## src/rtl/crcfbr_pkg.sv

```systemverilog
// Shared types, constants and the byte-wise CRC-16 update of the framed byte receiver.
// Used by crcfbr_front, crcfbr_back and crc_framed_byte_receiver; depends on nothing.
package crcfbr_pkg;

  localparam logic [15:0] CRC_INIT   = 16'hFFFF;
  localparam logic [15:0] GEN_POLY   = 16'h1021;
  localparam logic [7:0]  SYNC_RESET = 8'hAA;

  typedef enum logic [2:0] {
    KIND_ID     = 3'd0,
    KIND_LEN    = 3'd1,
    KIND_DATA   = 3'd2,
    KIND_CRC_LO = 3'd3,
    KIND_CRC_HI = 3'd4
  } kind_t;

  typedef struct packed {
    kind_t      kind;
    logic [7:0] rx_byte;
  } mid_item_t;

  typedef struct packed {
    logic [7:0] frame_id;
    logic [7:0] data_byte;
    logic       has_data;
    logic       frame_end;
    logic       crc_good;
    logic [7:0] frame_length;
  } result_t;

  function automatic logic [15:0] crc_feed(input logic [15:0] crc, input logic [7:0] b);
    logic [15:0] c;
    c = crc ^ {b, 8'h00};
    for (int k = 0; k < 8; k++) begin
      c = c[15] ? ({c[14:0], 1'b0} ^ GEN_POLY) : {c[14:0], 1'b0};
    end
    return c;
  endfunction

endpackage

```

## src/rtl/crcfbr_fifo.sv

```systemverilog
// Small synchronous queue of 2**DEPTH_LOG2 entries with push/full and pop/empty sides.
// Stand-alone; instantiated between front and back and on the result side.
module crcfbr_fifo #(
  parameter int WIDTH      = 11,
  parameter int DEPTH_LOG2 = 1
) (
  input  logic             clk,
  input  logic             rst_n,
  input  logic             push,
  input  logic [WIDTH-1:0] wdata,
  output logic             full,
  input  logic             pop,
  output logic [WIDTH-1:0] rdata,
  output logic             empty
);

  localparam int DEPTH = 1 << DEPTH_LOG2;

  logic [WIDTH-1:0]    slot_r [DEPTH];
  logic [DEPTH_LOG2:0] wr_ptr_r;
  logic [DEPTH_LOG2:0] rd_ptr_r;
  logic                do_push;
  logic                do_pop;

  assign empty   = (wr_ptr_r == rd_ptr_r);
  assign full    = (wr_ptr_r[DEPTH_LOG2] != rd_ptr_r[DEPTH_LOG2]) &&
                   (wr_ptr_r[DEPTH_LOG2-1:0] == rd_ptr_r[DEPTH_LOG2-1:0]);
  assign do_push = push && !full;
  assign do_pop  = pop && !empty;
  assign rdata   = slot_r[rd_ptr_r[DEPTH_LOG2-1:0]];

  always_ff @(posedge clk) begin
    if (!rst_n) begin
      wr_ptr_r <= '0;
      rd_ptr_r <= '0;
    end else begin
      if (do_push) begin
        wr_ptr_r <= wr_ptr_r + 1'b1;
      end
      if (do_pop) begin
        rd_ptr_r <= rd_ptr_r + 1'b1;
      end
    end
  end

  always_ff @(posedge clk) begin
    if (do_push) begin
      slot_r[wr_ptr_r[DEPTH_LOG2-1:0]] <= wdata;
    end
  end

endmodule

```

## src/rtl/crcfbr_front.sv

```systemverilog
// Front end: holds the sync register, tracks the frame phase and tags every in-frame byte.
// Depends on crcfbr_pkg; feeds the queue ahead of crcfbr_back.
module crcfbr_front (
  input  logic                  clk,
  input  logic                  rst_n,
  input  logic                  cfg_we,
  input  logic [7:0]            cfg_sync_byte,
  input  logic                  in_take,
  input  logic [7:0]            in_rx_byte,
  output logic                  mid_push,
  output crcfbr_pkg::mid_item_t mid_item
);

  typedef enum logic [2:0] {
    PH_HUNT   = 3'd0,
    PH_ID     = 3'd1,
    PH_LEN    = 3'd2,
    PH_DATA   = 3'd3,
    PH_CRC_LO = 3'd4,
    PH_CRC_HI = 3'd5
  } phase_t;

  phase_t     phase_r;
  logic [7:0] sync_r;
  logic [7:0] len_r;
  logic [7:0] seen_r;
  logic [7:0] seen_inc;

  assign seen_inc = seen_r + 8'd1;

  always_comb begin
    mid_push         = in_take;
    mid_item.rx_byte = in_rx_byte;
    mid_item.kind    = crcfbr_pkg::KIND_ID;
    unique case (phase_r)
      PH_ID:     mid_item.kind = crcfbr_pkg::KIND_ID;
      PH_LEN:    mid_item.kind = crcfbr_pkg::KIND_LEN;
      PH_DATA:   mid_item.kind = crcfbr_pkg::KIND_DATA;
      PH_CRC_LO: mid_item.kind = crcfbr_pkg::KIND_CRC_LO;
      PH_CRC_HI: mid_item.kind = crcfbr_pkg::KIND_CRC_HI;
      default:   mid_push      = 1'b0;
    endcase
  end

  always_ff @(posedge clk) begin
    if (!rst_n) begin
      phase_r <= PH_HUNT;
      sync_r  <= crcfbr_pkg::SYNC_RESET;
      len_r   <= '0;
      seen_r  <= '0;
    end else begin
      if (cfg_we) begin
        sync_r <= cfg_sync_byte;
      end
      if (in_take) begin
        unique case (phase_r)
          PH_ID: begin
            phase_r <= PH_LEN;
          end
          PH_LEN: begin
            len_r   <= in_rx_byte;
            seen_r  <= '0;
            phase_r <= (in_rx_byte == 8'd0) ? PH_CRC_LO : PH_DATA;
          end
          PH_DATA: begin
            seen_r <= seen_inc;
            if (seen_inc == len_r) begin
              phase_r <= PH_CRC_LO;
            end
          end
          PH_CRC_LO: begin
            phase_r <= PH_CRC_HI;
          end
          PH_CRC_HI: begin
            phase_r <= PH_HUNT;
          end
          default: begin
            phase_r <= (in_rx_byte == sync_r) ? PH_ID : PH_HUNT;
          end
        endcase
      end
    end
  end

endmodule

```

## src/rtl/crcfbr_back.sv

```systemverilog
// Back end: runs the CRC over the ID, length and data bytes and builds payload and frame-end results.
// Depends on crcfbr_pkg; drains the middle queue into the result queue.
module crcfbr_back (
  input  logic                  clk,
  input  logic                  rst_n,
  input  logic                  mid_empty,
  input  crcfbr_pkg::mid_item_t mid_item,
  output logic                  mid_pop,
  input  logic                  res_full,
  output logic                  res_push,
  output crcfbr_pkg::result_t   res_item
);

  logic [15:0] crc_r;
  logic [7:0]  id_r;
  logic [7:0]  len_r;
  logic [7:0]  crc_lo_r;
  logic [15:0] crc_base;
  logic [15:0] crc_upd;

  assign mid_pop  = !mid_empty && !res_full;
  assign crc_base = (mid_item.kind == crcfbr_pkg::KIND_ID) ? crcfbr_pkg::CRC_INIT : crc_r;
  assign crc_upd  = crcfbr_pkg::crc_feed(crc_base, mid_item.rx_byte);

  always_comb begin
    res_push              = 1'b0;
    res_item.frame_id     = id_r;
    res_item.data_byte    = 8'd0;
    res_item.has_data     = 1'b0;
    res_item.frame_end    = 1'b0;
    res_item.crc_good     = 1'b0;
    res_item.frame_length = len_r;
    unique case (mid_item.kind)
      crcfbr_pkg::KIND_DATA: begin
        res_push           = mid_pop;
        res_item.data_byte = mid_item.rx_byte;
        res_item.has_data  = 1'b1;
      end
      crcfbr_pkg::KIND_CRC_HI: begin
        res_push           = mid_pop;
        res_item.frame_end = 1'b1;
        res_item.crc_good  = ({mid_item.rx_byte, crc_lo_r} == crc_r);
      end
      default: begin
        res_push = 1'b0;
      end
    endcase
  end

  always_ff @(posedge clk) begin
    if (!rst_n) begin
      crc_r    <= crcfbr_pkg::CRC_INIT;
      id_r     <= '0;
      len_r    <= '0;
      crc_lo_r <= '0;
    end else if (mid_pop) begin
      unique case (mid_item.kind)
        crcfbr_pkg::KIND_ID: begin
          id_r  <= mid_item.rx_byte;
          crc_r <= crc_upd;
        end
        crcfbr_pkg::KIND_LEN: begin
          len_r <= mid_item.rx_byte;
          crc_r <= crc_upd;
        end
        crcfbr_pkg::KIND_DATA: begin
          crc_r <= crc_upd;
        end
        crcfbr_pkg::KIND_CRC_LO: begin
          crc_lo_r <= mid_item.rx_byte;
        end
        default: begin
          crc_r <= crc_r;
        end
      endcase
    end
  end

endmodule

```

## src/rtl/crc_framed_byte_receiver.sv

```systemverilog
// Top level of the CRC-16 framed byte receiver: front end, middle queue, back end, result queue.
// Depends on crcfbr_pkg, crcfbr_fifo, crcfbr_front and crcfbr_back.
//
// channel  direction  handshake          payload
// in_      in         in_push / in_full  in_rx_byte
// out_     out        out_pop / out_empty frame_id, data_byte, has_data, frame_end,
//                                        crc_good, frame_length
// cfg_     in         cfg_valid/cfg_ready cfg_sync_byte
//
// One byte per cycle while in_full is low; a result passes through the middle queue and then
// the result queue, both registered, before it is poppable.
// Reset (rst_n low, synchronous): both queues empty, hunting, sync byte 0xAA.
// A full result queue stalls the back end; a full middle queue raises in_full.
// cfg_ready is always high.
module crc_framed_byte_receiver #(
  parameter int MID_DEPTH_LOG2 = 1,
  parameter int OUT_DEPTH_LOG2 = 1
) (
  input  logic       clk,
  input  logic       rst_n,
  input  logic       in_push,
  input  logic [7:0] in_rx_byte,
  output logic       in_full,
  output logic       out_empty,
  input  logic       out_pop,
  output logic [7:0] out_frame_id,
  output logic [7:0] out_data_byte,
  output logic       out_has_data,
  output logic       out_frame_end,
  output logic       out_crc_good,
  output logic [7:0] out_frame_length,
  input  logic       cfg_valid,
  output logic       cfg_ready,
  input  logic [7:0] cfg_sync_byte
);

  localparam int MID_W = $bits(crcfbr_pkg::mid_item_t);
  localparam int RES_W = $bits(crcfbr_pkg::result_t);

  logic                  in_take;
  logic                  mid_push;
  logic                  mid_full;
  logic                  mid_empty;
  logic                  mid_pop;
  crcfbr_pkg::mid_item_t mid_wr;
  crcfbr_pkg::mid_item_t mid_rd;
  logic                  res_push;
  logic                  res_full;
  crcfbr_pkg::result_t   res_wr;
  crcfbr_pkg::result_t   res_rd;

  assign cfg_ready = 1'b1;
  assign in_full   = mid_full;
  assign in_take   = in_push && !mid_full;

  crcfbr_front u_front (
    .clk           (clk),
    .rst_n         (rst_n),
    .cfg_we        (cfg_valid && cfg_ready),
    .cfg_sync_byte (cfg_sync_byte),
    .in_take       (in_take),
    .in_rx_byte    (in_rx_byte),
    .mid_push      (mid_push),
    .mid_item      (mid_wr)
  );

  crcfbr_fifo #(
    .WIDTH      (MID_W),
    .DEPTH_LOG2 (MID_DEPTH_LOG2)
  ) u_mid_q (
    .clk   (clk),
    .rst_n (rst_n),
    .push  (mid_push),
    .wdata (mid_wr),
    .full  (mid_full),
    .pop   (mid_pop),
    .rdata (mid_rd),
    .empty (mid_empty)
  );

  crcfbr_back u_back (
    .clk       (clk),
    .rst_n     (rst_n),
    .mid_empty (mid_empty),
    .mid_item  (mid_rd),
    .mid_pop   (mid_pop),
    .res_full  (res_full),
    .res_push  (res_push),
    .res_item  (res_wr)
  );

  crcfbr_fifo #(
    .WIDTH      (RES_W),
    .DEPTH_LOG2 (OUT_DEPTH_LOG2)
  ) u_out_q (
    .clk   (clk),
    .rst_n (rst_n),
    .push  (res_push),
    .wdata (res_wr),
    .full  (res_full),
    .pop   (out_pop),
    .rdata (res_rd),
    .empty (out_empty)
  );

  assign out_frame_id     = res_rd.frame_id;
  assign out_data_byte    = res_rd.data_byte;
  assign out_has_data     = res_rd.has_data;
  assign out_frame_end    = res_rd.frame_end;
  assign out_crc_good     = res_rd.crc_good;
  assign out_frame_length = res_rd.frame_length;

endmodule
```

## config.mk

```make
export PLATFORM = sky130hd
export DESIGN_NAME = crc_framed_byte_receiver
export DESIGN_NICKNAME = d
export VERILOG_FILES = /design/src/rtl/crcfbr_pkg.sv /design/src/rtl/crcfbr_fifo.sv /design/src/rtl/crcfbr_front.sv /design/src/rtl/crcfbr_back.sv /design/src/rtl/crc_framed_byte_receiver.sv
export SDC_FILE = /design/constraint.sdc
export NUM_CORES = 1
export LEC_CHECK = 0
export ABC_CLOCK_PERIOD_IN_PS = 5300
export CORE_ASPECT_RATIO = 1.1
export CORE_MARGIN = 3
export CORE_UTILIZATION = 35
export DETAILED_ROUTE_END_ITERATION = 6
export DONT_BUFFER_PORTS = 1
export SYNTH_ARGS = -nofsm -noshare
export SYNTH_HDL_FRONTEND = slang
export SYNTH_SLANG_ARGS = --single-unit
```

## constraint.sdc

```tcl
create_clock -name clk -period 5.3 [get_ports clk]
set_clock_uncertainty 0.15 [all_clocks]
set_input_delay 0.795 -clock clk [delete_from_list [all_inputs] [get_ports clk]]
set_output_delay 0.795 -clock clk [all_outputs]
set_load 0.05 [all_outputs]
```

==> impl_metrics.py <==
metrics = {
    "min_path": {
        "hold_path.class": "input pin to flop",
        "hold_depth": 1,
    },
    "sta": {
        "period_needed_ns": 3.29,
        "period_share_pct": 62.1,
        "finalMaxSlewViolations": 0,
        "fmax_mhz": 304,
        "setup-tns-final_ns": 0,
        "setup_viol": 0,
        "max_slew_margin_pct": 23.2,
        "worst_pin_slew_ns": 1.15,
        "rsz0062_at_grt": "false",
        "hold_viol": 0,
    },
    "cts": {
        "insertion_delay_ns": 0.42,
        "cts.sinks": 153,
        "cts_root_buf": "clkbuf_16",
        "tritoncts": "done",
        "cts_max_level": 4,
        "clk_pin_slew_ns": 0.06,
        "post_cts_buffers": 0,
        "clockBufferDepth": 2,
        "cts.repair.resized": 0,
        "cts_buffers": 17,
        "hold_buffers": 0,
    },
    "global_routing": {
        "grt_max_degree": 78,
        "overflow": 0,
        "grt_pass1_wl_um": 22100,
        "antenna_found_initial": 0,
        "grt_use_total_pct": 12.7,
        "grt_pass1_vias": 4238,
    },
    "power_and_ir_drop": {
        "leakagePower_nw": 3.07,
        "p_per_area_nw_per_um2": 511,
        "ir_drop_uv": 258,
    },
    "worst_setup_path": {
        "crit_path_max_fanout": 27,
        "rrSetupSlack_ns": 2.01,
        "arrival_ns": 3.17,
        "timing.setup.critical_path_class": "flop to flop",
        "worstRegToRegCells": 4,
        "critPathCaptureType": "flop",
        "required_ns": 5.18,
        "cp-start-kind": "flop",
    },
    "die": {
        "start_util_pct": 36.2,
        "core_area_um2": 19400,
        "die_h_um": 154,
        "rows": 53,
        "fp.dieW_um": 141,
        "dieArea_um2": 21800,
        "pin_count": 51,
    },
    "yosys": {
        "ys_warn_count": 0,
        "syn-mean-instance-area_um2": 11.9,
        "synthFlopType": "dfxtp_1",
        "yosys.cell_count.top_type": "dfxtp_1",
        "synth_top_area_cell": "edfxtp_1",
        "async_flop_share_pct": 0,
        "yosys-top-cells-area": "edfxtp_1 (33%), dfxtp_1 (22%), xnor2_1 (4.6%), xor2_1 (4.5%), mux2_2 (4.3%)",
        "syn_nets": 611,
        "ys_seq_area_share_pct": 54.5,
        "synth_area_um2": 7010,
        "ys_top_cells_by_count": "dfxtp_1 (77), edfxtp_1 (76), nand2_1 (54), xnor2_1 (37), xor2_1 (36)",
        "synth_top_area_share_pct": 32.5,
        "synth-seq-cells": 153,
        "synth-edff-count": 76,
        "synthCells": 587,
        "synth_cell_type_count": 60,
    },
    "cells_and_area": {
        "area_growth_pct": 10.3,
        "drive_gt1_share_pct": 13.8,
        "final_util_pct": 39.9,
        "fin_nets": 596,
        "diodes": 0,
        "fillers": 1846,
    },
    "drt": {
        "antenna_left": 0,
        "drt-total-wl_um": 13300,
        "detail_route.iter0.violations": 201,
        "wl_per_cell_um": 16.0,
        "drc": 0,
        "vias_per_cell": 5.07,
        "first_pass_iters": 5,
        "vias": 4216,
    },
    "job": {
        "max_cap_violations": 0,
    },
    "place": {
        "dpl.hpwl_um": 8910,
        "port_buffers": 0,
        "gp_congestion": 0.805,
    },
    "status": {
        "status": "completed",
    },
}
flip-flops by register name, indices dropped and copies added (netlist names), named ones only:
name	cells
u_mid_q.wr_ptr_r	2
u_back.id_r	8
u_back.crc_r	16
u_out_q.wr_ptr_r	2
u_front.sync_r	8
u_front.len_r	8
u_out_q.rd_ptr_r	2
u_back.len_r	8
u_mid_q.slot_r	22
u_back.crc_lo_r	8
u_front.seen_r	8
u_front.phase_r	3
u_mid_q.rd_ptr_r	2
u_out_q.slot_r	54
metal layers:
layer  global-route usage (%)  up-vias  share of wire [%]
met5                        0        -                  0
met4                     3.92        0               0.86
met3                     4.58       10                5.5
met2                     20.9       90                 48
met1                     15.6     2053                 45
li1                         -     2063                  -
stage by stage:
stage,setup WS (ns),hold WS (ns),cells,area [µm²],total power [W]
after floorplan,2.30,0.276,587,7010,0.00267
after global placement,2.03,0.284,800,7170,0.00282
after detailed placement,1.95,0.292,800,7170,0.00284
after CTS,1.95,0.277,832,7730,0.00400
after global routing,1.73,0.283,832,7730,0.00417
final,2.01,0.302,832,7730,0.00395
path summary, 6_finish.rpt:
path	start	to
worst max-delay path	flop	u_out_q.slot_r[1][19]
worst max register to register	flop	u_out_q.slot_r[1][19]
worst min-delay path	rst_n	u_front.sync_r[5]
worst min register to register	u_back.len_r[7]	u_out_q.slot_r[1][7]
kinds of logic after synthesis:
family / after synthesis / synth area share [%]
AND/OR/NAND/NOR: 164 / 11.8
XOR/XNOR: 80 / 10.9
other: 1 / 0.0535
adder cells (fa/ha/maj): 3 / 0.535
flip-flops: 153 / 54.5
multiplexers: 57 / 9.67
AO/OA/AOI/OAI: 84 / 9.62
buffers and inverters: 45 / 2.91
cell usage in the layout (no fill, tap or decap), types with 2 or more instances in the layout:
cell type    n
o21a_1       3
mux2i_2      3
nor2_1      32
nand3b_1     5
xor2_1      36
mux2i_1     22
nand4_1      3
xnor2_2      4
a31oi_1      2
o211a_1     25
and2_1      10
nor3_1      12
nand2b_1     2
edfxtp_1    76
mux2i_4      5
o21ai_0     16
nand3_1      5
dfxtp_1     77
o221a_2      2
ha_1         3
nor2b_1     17
and3_1       4
nand2_1     54
clkinv_4     5
a21oi_1      5
o211ai_1    16
inv_6        4
and4_1       2
xnor2_1     37
a211oi_1     3
mux2_2      27
inv_1       10
or3_1        3
clkinvlp_4   2
a21boi_0     3
clkbuf_16   17
or4_1        3
nor4_1       5
layout make-up:
class / instances / area (µm²) / share of cell area [%]
inverters: 10 / 37.5 / 0.485
multi-input cells: 389 / 2990 / 38.6
flip-flops and latches: 153 / 3820 / 49.4
repair buffers: 1 / 7.51 / 0.0971
clock buffers: 18 / 429 / 5.55
well taps: 247 / 309 / 4.00
clock inverters: 14 / 140 / 1.81
worst max-delay path: stages, from the launching register on:
cell and delay [ns]:
dfxtp_1 1.04, mux2i_1 0.51, xor2_1 0.23, nand4_1 0.17
inv_1 0.81
power breakdown:
group | total, W | internal, W | leakage (nW) | switching (W)
Sequential | 0.00159 | 0.00142 | 1.33 | 0.000172
Clock | 0.00115 | 0.000657 | 0.274 | 0.000493
Combinational | 0.00122 | 0.000461 | 1.46 | 0.000755
Total | 0.00395 | 0.00253 | 3.07 | 0.00142
Power figures use the tool's default switching activity.
